## config.mk

```make
export PLATFORM = sky130hd
export DESIGN_NAME = gn2_fade
export DESIGN_NICKNAME = d
export VERILOG_FILES = /design/src/rtl/gn2_pkg.sv /design/src/rtl/gn2_fade.sv
export SDC_FILE = /design/constraint.sdc
export NUM_CORES = 2
export LEC_CHECK = 0
export BUFFER_PORTS_ARGS = -buffer_cell sky130_fd_sc_hd__buf_2
export CORE_ASPECT_RATIO = 1.75
export CORE_MARGIN = 4
export CORE_UTILIZATION = 65
export CTS_BUF_LIST = sky130_fd_sc_hd__clkbuf_8
export CTS_CLUSTER_SIZE = 10
export DETAILED_ROUTE_END_ITERATION = 8
export GPL_TIMING_DRIVEN = 0
export PLACE_DENSITY = 0.89
export SLEW_MARGIN = 0
export SYNTH_ARGS = -nofsm -noshare
export SYNTH_HDL_FRONTEND = slang
export SYNTH_SLANG_ARGS = --single-unit
```

## constraint.sdc

```tcl
create_clock -name clock -period 11.1 [get_ports clock]
set_clock_uncertainty 0.2 [all_clocks]
set_input_delay 1.11 -clock clock [delete_from_list [all_inputs] [get_ports clock]]
set_output_delay 1.11 -clock clock [all_outputs]
set_load 0.02 [all_outputs]
```

## src/rtl/gn2_pkg.sv

```systemverilog
package gn2_pkg;

   // Default fraction width of the coordinates and lattice size
   localparam int FRACTION_BITS_DEF = 16;
   localparam int LATTICE_SIZE      = 256;

   // Output format, Q2.16
   localparam int OUT_W = 18;

   // Rescale constants: r = floor((P + HALF_DEN + OFS) / 2966) - 2^18
   localparam int RESCALE_DEN   = 2966;
   localparam int RESCALE_OFS_Q = 18;
   localparam logic [31:0] RESCALE_ADD = 32'd777520587;   // 1483 + 2966 * 2^18
   localparam logic [31:0] RESCALE_K   = 32'd2965641613;  // ceil(2^43 / 2966)
   localparam int RESCALE_SH    = 43;

   typedef logic [7:0] perm_rom_type [LATTICE_SIZE];

   localparam perm_rom_type PERM_ROM = '{
      8'd151,8'd160,8'd137,8'd91,8'd90,8'd15,8'd131,8'd13,8'd201,8'd95,8'd96,8'd53,
      8'd194,8'd233,8'd7,8'd225,8'd140,8'd36,8'd103,8'd30,8'd69,8'd142,8'd8,8'd99,
      8'd37,8'd240,8'd21,8'd10,8'd23,8'd190,8'd6,8'd148,8'd247,8'd120,8'd234,8'd75,
      8'd0,8'd26,8'd197,8'd62,8'd94,8'd252,8'd219,8'd203,8'd117,8'd35,8'd11,8'd32,
      8'd57,8'd177,8'd33,8'd88,8'd237,8'd149,8'd56,8'd87,8'd174,8'd20,8'd125,8'd136,
      8'd171,8'd168,8'd68,8'd175,8'd74,8'd165,8'd71,8'd134,8'd139,8'd48,8'd27,8'd166,
      8'd77,8'd146,8'd158,8'd231,8'd83,8'd111,8'd229,8'd122,8'd60,8'd211,8'd133,8'd230,
      8'd220,8'd105,8'd92,8'd41,8'd55,8'd46,8'd245,8'd40,8'd244,8'd102,8'd143,8'd54,
      8'd65,8'd25,8'd63,8'd161,8'd1,8'd216,8'd80,8'd73,8'd209,8'd76,8'd132,8'd187,
      8'd208,8'd89,8'd18,8'd169,8'd200,8'd196,8'd135,8'd130,8'd116,8'd188,8'd159,8'd86,
      8'd164,8'd100,8'd109,8'd198,8'd173,8'd186,8'd3,8'd64,8'd52,8'd217,8'd226,8'd250,
      8'd124,8'd123,8'd5,8'd202,8'd38,8'd147,8'd118,8'd126,8'd255,8'd82,8'd85,8'd212,
      8'd207,8'd206,8'd59,8'd227,8'd47,8'd16,8'd58,8'd17,8'd182,8'd189,8'd28,8'd42,
      8'd223,8'd183,8'd170,8'd213,8'd119,8'd248,8'd152,8'd2,8'd44,8'd154,8'd163,8'd70,
      8'd221,8'd153,8'd101,8'd155,8'd167,8'd43,8'd172,8'd9,8'd129,8'd22,8'd39,8'd253,
      8'd19,8'd98,8'd108,8'd110,8'd79,8'd113,8'd224,8'd232,8'd178,8'd185,8'd112,8'd104,
      8'd218,8'd246,8'd97,8'd228,8'd251,8'd34,8'd242,8'd193,8'd238,8'd210,8'd144,8'd12,
      8'd191,8'd179,8'd162,8'd241,8'd81,8'd51,8'd145,8'd235,8'd249,8'd14,8'd239,8'd107,
      8'd49,8'd192,8'd214,8'd31,8'd181,8'd199,8'd106,8'd157,8'd184,8'd84,8'd204,8'd176,
      8'd115,8'd121,8'd50,8'd45,8'd127,8'd4,8'd150,8'd254,8'd138,8'd236,8'd205,8'd93,
      8'd222,8'd114,8'd67,8'd29,8'd24,8'd72,8'd243,8'd141,8'd128,8'd195,8'd78,8'd66,
      8'd215,8'd61,8'd156,8'd180
   };

   function automatic logic [7:0] perm(input logic [7:0] idx);
      return PERM_ROM[idx];
   endfunction

endpackage

```

## src/rtl/gn2_fade.sv

```systemverilog
module gn2_fade
   import gn2_pkg::*;
#(
   parameter int FRACTION_BITS = FRACTION_BITS_DEF
) (
   input  logic                     clock,
   input  logic                     adv,
   input  logic [FRACTION_BITS-1:0] frac,
   output logic [FRACTION_BITS-1:0] weight
);
   localparam int F = FRACTION_BITS;

   logic [F-1:0]   f_ff, f_in;
   logic [2*F-1:0] sq_ff, sq_in;
   logic [F-1:0]   t3_ff, t3_in;
   logic [F+3:0]   q_ff, q_in;
   logic [F-1:0]   w_ff, w_in;
   logic [2*F+4:0] poly;
   logic [2*F-1:0] cube;
   logic [2*F+3:0] prod;

   // stage a: square
   assign f_in  = frac;
   assign sq_in = frac * frac;

   // stage b: t^3 and 6t^2 - 15t + 10
   always_comb begin
      poly  = (2*F+5)'(sq_ff) * (2*F+5)'(6) + (2*F+5)'({4'd10, {(2*F){1'b0}}})
            - (2*F+5)'({f_ff, {F{1'b0}}}) * (2*F+5)'(15);
      q_in  = poly[2*F+3:F];
      cube  = sq_ff[2*F-1:F] * f_ff;
      t3_in = cube[2*F-1:F];
   end

   // stage c: weight, always below one
   assign prod = t3_ff * q_ff;
   assign w_in = prod[2*F-1:F];

   always_ff @(posedge clock) begin
      if (adv) begin
         f_ff  <= f_in;
         sq_ff <= sq_in;
         t3_ff <= t3_in;
         q_ff  <= q_in;
         w_ff  <= w_in;
      end
   end

   assign weight = w_ff;

endmodule

```

Word level (Yosys, flattened, before mapping). Cells that the tools add are included.

$mul: 5. Add/subtract/negate cells: 2.

Operators with widths (count): multiplier 16 x 16 -> 32 bit (2); adder 35 x 36 -> 36 bit, second input constant (1); subtractor 36 bit (1); multiplier 32 x 2 -> 34 bit, second input constant (1); multiplier 16 x 20 -> 32 bit (1); multiplier 16 x 4 -> 20 bit, second input constant (1).

Register bits after elaboration: 100. Word-level logic and storage cells: 12. Input bits: 18. Output and inout port bits: 16.

Logic depth before layout (Yosys ltp).
Depth after elaboration: 3. Mapped depth: 26.

Worst setup path after synthesis. Ideal clock, no wire load.

Kind: input port to flip-flop. Start point: in frac[8]. End point: reg sq_ff[30] (data pin). Arrival time: 6.640 ns. Required time: 10.642 ns. Path slack: 4.002 ns. Setup time: 0.258 ns. Buffers on the path: 1. Cell stages on the path: 24. Cells stage by stage: clkbuf_1 nand2_1 inv_1 fa_1 inv_1 fa_1 inv_1 fa_1 inv_1 fa_1 inv_1 fa_1 fa_1 ha_1 a21o_1 a21o_1 a21oi_1 a21oi_1 o41ai_2 o21ai_0 nor3_1 o21bai_1 a21oi_1 xnor2_1.

Longest elaborated chain between the ends: 1.

RTL lines: start: declaration (RTL line gn2_fade.sv:8) `input logic [FRACTION_BITS-1:0] frac,`; multiplier 16 x 16 -> 32 bit (RTL line gn2_fade.sv:24) `assign sq_in = frac * frac;`; net sq_in[30] (RTL line gn2_fade.sv:14) `logic [2*F-1:0] sq_ff, sq_in;`; end signal: assignment (RTL line gn2_fade.sv:42) `sq_ff <= sq_in;`; end: declaration (RTL line gn2_fade.sv:14).

The timed path passes the listed nets, and every way through them passes these cells. A chain may end at the register's enable or synchronous reset.

Final worst setup path.
Start point: reg f_ff[8]. End point: reg t3_ff[15] (data pin).

Longest elaborated chain between the ends: 1.

RTL lines: start: declaration (RTL line gn2_fade.sv:13) `logic [F-1:0] f_ff, f_in;`; start signal: assignment (RTL line gn2_fade.sv:41) `f_ff <= f_in;`; multiplier 16 x 16 -> 32 bit (RTL line gn2_fade.sv:31) `cube = sq_ff[2*F-1:F] * f_ff;`; net cube[31] (RTL line gn2_fade.sv:19) `logic [2*F-1:0] cube;`; end signal: assignment (RTL line gn2_fade.sv:43) `t3_ff <= t3_in;`; end: declaration (RTL line gn2_fade.sv:15) `logic [F-1:0] t3_ff, t3_in;`.

The timed path passes the listed nets, and every way through them passes these cells.

==> qor.yml <==
place:
  hpwl_um: 65600
  port_buffers: 33
  gp_congestion: 1.00
  dp_slack_ns: 2.81
  dpl-instance-area_um2: 32700
die:
  dieHeight_um: 300
  coreArea_um2: 48000
  initial_core_util_pct: 66.0
  ios: 34
  die_area_um2: 52500
  rows: 106
  die_x_um: 175
clocking:
  cts_buffers: 9
  path_clk_slew_ns: 0.11
  clk_path_buf_depth: 2
  ctsResizeCount: 0
  cts.sinks: 98
  cts_root_buf: "clkbuf_8"
  cts_tree: "yes"
  cts_hold_buf: 0
  cts_setup_buffers: 0
  clock_latency_ns: 0.42
  h-tree-depth: 3
finish:
  finish.instance_area_um2: 32800
  fillers: 3568
  final_common_cell: "inv_1"
  final_util_pct: 68.4
  nNetsFinal: 4479
  drive_above_1_share_pct: 1.83
  final_cell_mix: "inv_1, fa_1, nand2_1, ha_1, and2_1"
  area_growth_pct: 3.65
setup_path:
  critPathRequiredTime_ns: 11.09
  path_cells: "clkbuf_1 -> clkbuf_1 -> nand2_1 -> fa_1 -> inv_1 -> fa_1 -> inv_1 -> fa_1 -> inv_1 -> fa_1 -> fa_1 -> inv_1 -> fa_1 -> inv_1 -> ha_1 -> a21oi_1 -> o2111ai_1 -> a31oi_1 -> nor4_1 -> o21a_1 -> a211o_1 -> a221o_1 -> a21oi_1 -> xnor2_1"
  critPathCaptureType: "flip-flop"
  crit_family: "adder cells"
  critPathLaunch: "f_ff[8]"
  cpPeakStageDelay_ns: 0.65
  start_kind: "flip-flop"
  crit_top_cell: "fa_1"
  cp_max_fo: 10
  worst_path_max_delay_cell: "clkbuf_1"
  rr_startpoint: "f_ff[8]"
  path_buf_inv: 7
  worstSetupPathType: "reg2reg"
  cp.arrival_ns: 8.48
timing:
  slew_headroom_pct: 40.7
  grt_setup_unrepaired: "no"
  final-hold-violation-count: 0
  finalSetupViolCount: 0
  clock.fmax_mhz: 118
  fin_crit_sh_pct: 76.5
  fin_tns_setup_ns: 0
  fin_ws_ns: 2.61
  drv_slew: 0
  layout_min_cycle_time_ns: 8.49
  tightest_slew_ns: 0.889
route:
  vias: 23400
  drt_iter0_markers: 1144
  drtAntennaViolNets: 0
  route.detailed.drc: 0
  wl_per_cell_um: 18.7
  routed_wirelength_um: 76600
  drt_pass1_iterations: 5
  vias_per_cell: 5.73
synthesis:
  syn_avg_cell_area_um2: 9.33
  syn-num-nets: 4434
  synth_async_sr_flop_share_pct: 0
  synth_compound_area_share_pct: 6.71
  synth-seq-cells: 98
  ys_warn_count: 0
  synth_edf_count: 98
  synth_xor_area_share_pct: 3.67
  yosys.area_share.simple_pct: 14.3
  synthAdderAreaFrac_pct: 55.3
  seq_area_frac_synth_pct: 9.29
  synth_mux_area_share_pct: 0.0356
  ys.flop_type: "edfxtp_1"
  synthCells: 3394
  ys_types: 63
  synth_top_family_by_area: "adder cells"
  synth_area_um2: 31700
grt:
  first_global_vias: 26300
  antenna_found_initial: 0
  grt_max_degree: 54
  grt_pass1_wl_um: 127000
  grt_remaining_overflow: 0
  grt_usage_pct: 30.5
worst_hold_path:
  holdCritStartpoint: "frac[0]"
  hold_path.class: "in2reg"
status:
  outcome: "complete, no violations"
flow_run:
  maxCapViolCount: 0
## logic make-up (layout without fill, tap and decap cells)
group	after synthesis	after routing
multiplexers	1	1
other	1	3
buffers and inverters	895	944
AND/OR/NAND/NOR	934	934
XOR/XNOR	131	131
AO/OA/AOI/OAI	312	312
flip-flops	98	98
adder cells (fa/ha/maj)	1022	1022
## flip-flops by register name, indices dropped and copies added, names as in the netlist
register	count
t3_ff	16
q_ff	20
weight	16
sq_ff	30
f_ff	16
## final cells by class
type,count,area [µm²],share of cell area (%)
Multi-Input combinational cell,2401,25400,77.3
Inverter,795,2980,9.09
Sequential cell,98,2940,8.97
Tap cell,648,811,2.47
Buffer,100,375,1.14
Timing Repair Buffer,34,188,0.572
Clock buffer,9,124,0.377
Clock inverter,6,27.5,0.0839
Antenna cell,2,5.00,0.0152
## per-layer routing
metal | wire length [µm] | part of all wire (%) | track usage (%)
met1 | 24100 | 32 | 30.0
met2 | 40500 | 53 | 57.2
met3 | 4390 | 5.7 | 4.35
met4 | 7520 | 9.8 | 22.7
met5 | 0 | 0 | 0
## path summary, 6_finish.rpt
path | endpoint | slack (ns) | cells past startpoint
worst min-delay path | f_ff[0] | 0.75 | 1
worst max-delay path | t3_ff[15] | 2.61 | 24
worst max register to register | t3_ff[15] | 2.61 | 24
worst min register to register | weight[3] | 1.09 | 7
## synthesized netlist by cell type (all sizes together), types with 49 or more instances
| cell | count | area, µm² |
|---|---|---|
| ha | 391 | 4890 |
| fa | 631 | 12600 |
| nor2 | 104 | 390 |
| nand2 | 399 | 1500 |
| a21oi | 94 | 478 |
| edfxtp | 98 | 2940 |
| xnor2 | 92 | 806 |
| clkbuf | 100 | 375 |
| and2 | 325 | 2030 |
| o21ai | 49 | 245 |
| inv | 795 | 2980 |
## metrics by stage
| stage | hold slack, ns | instances |
|---|---|---|
| 3_5_place_dp | 1.06 | 4076 |
| 4_1_cts | 0.723 | 4091 |
| 5_1_grt | 0.738 | 4091 |
| 2_1_floorplan | 0.770 | 3394 |
| 6_report | 0.746 | 4093 |
| 3_3_place_gp | 1.03 | 4075 |
Power is not shown: default switching activity piles up to over one toggle a cycle in this logic, so the estimate is an artifact.
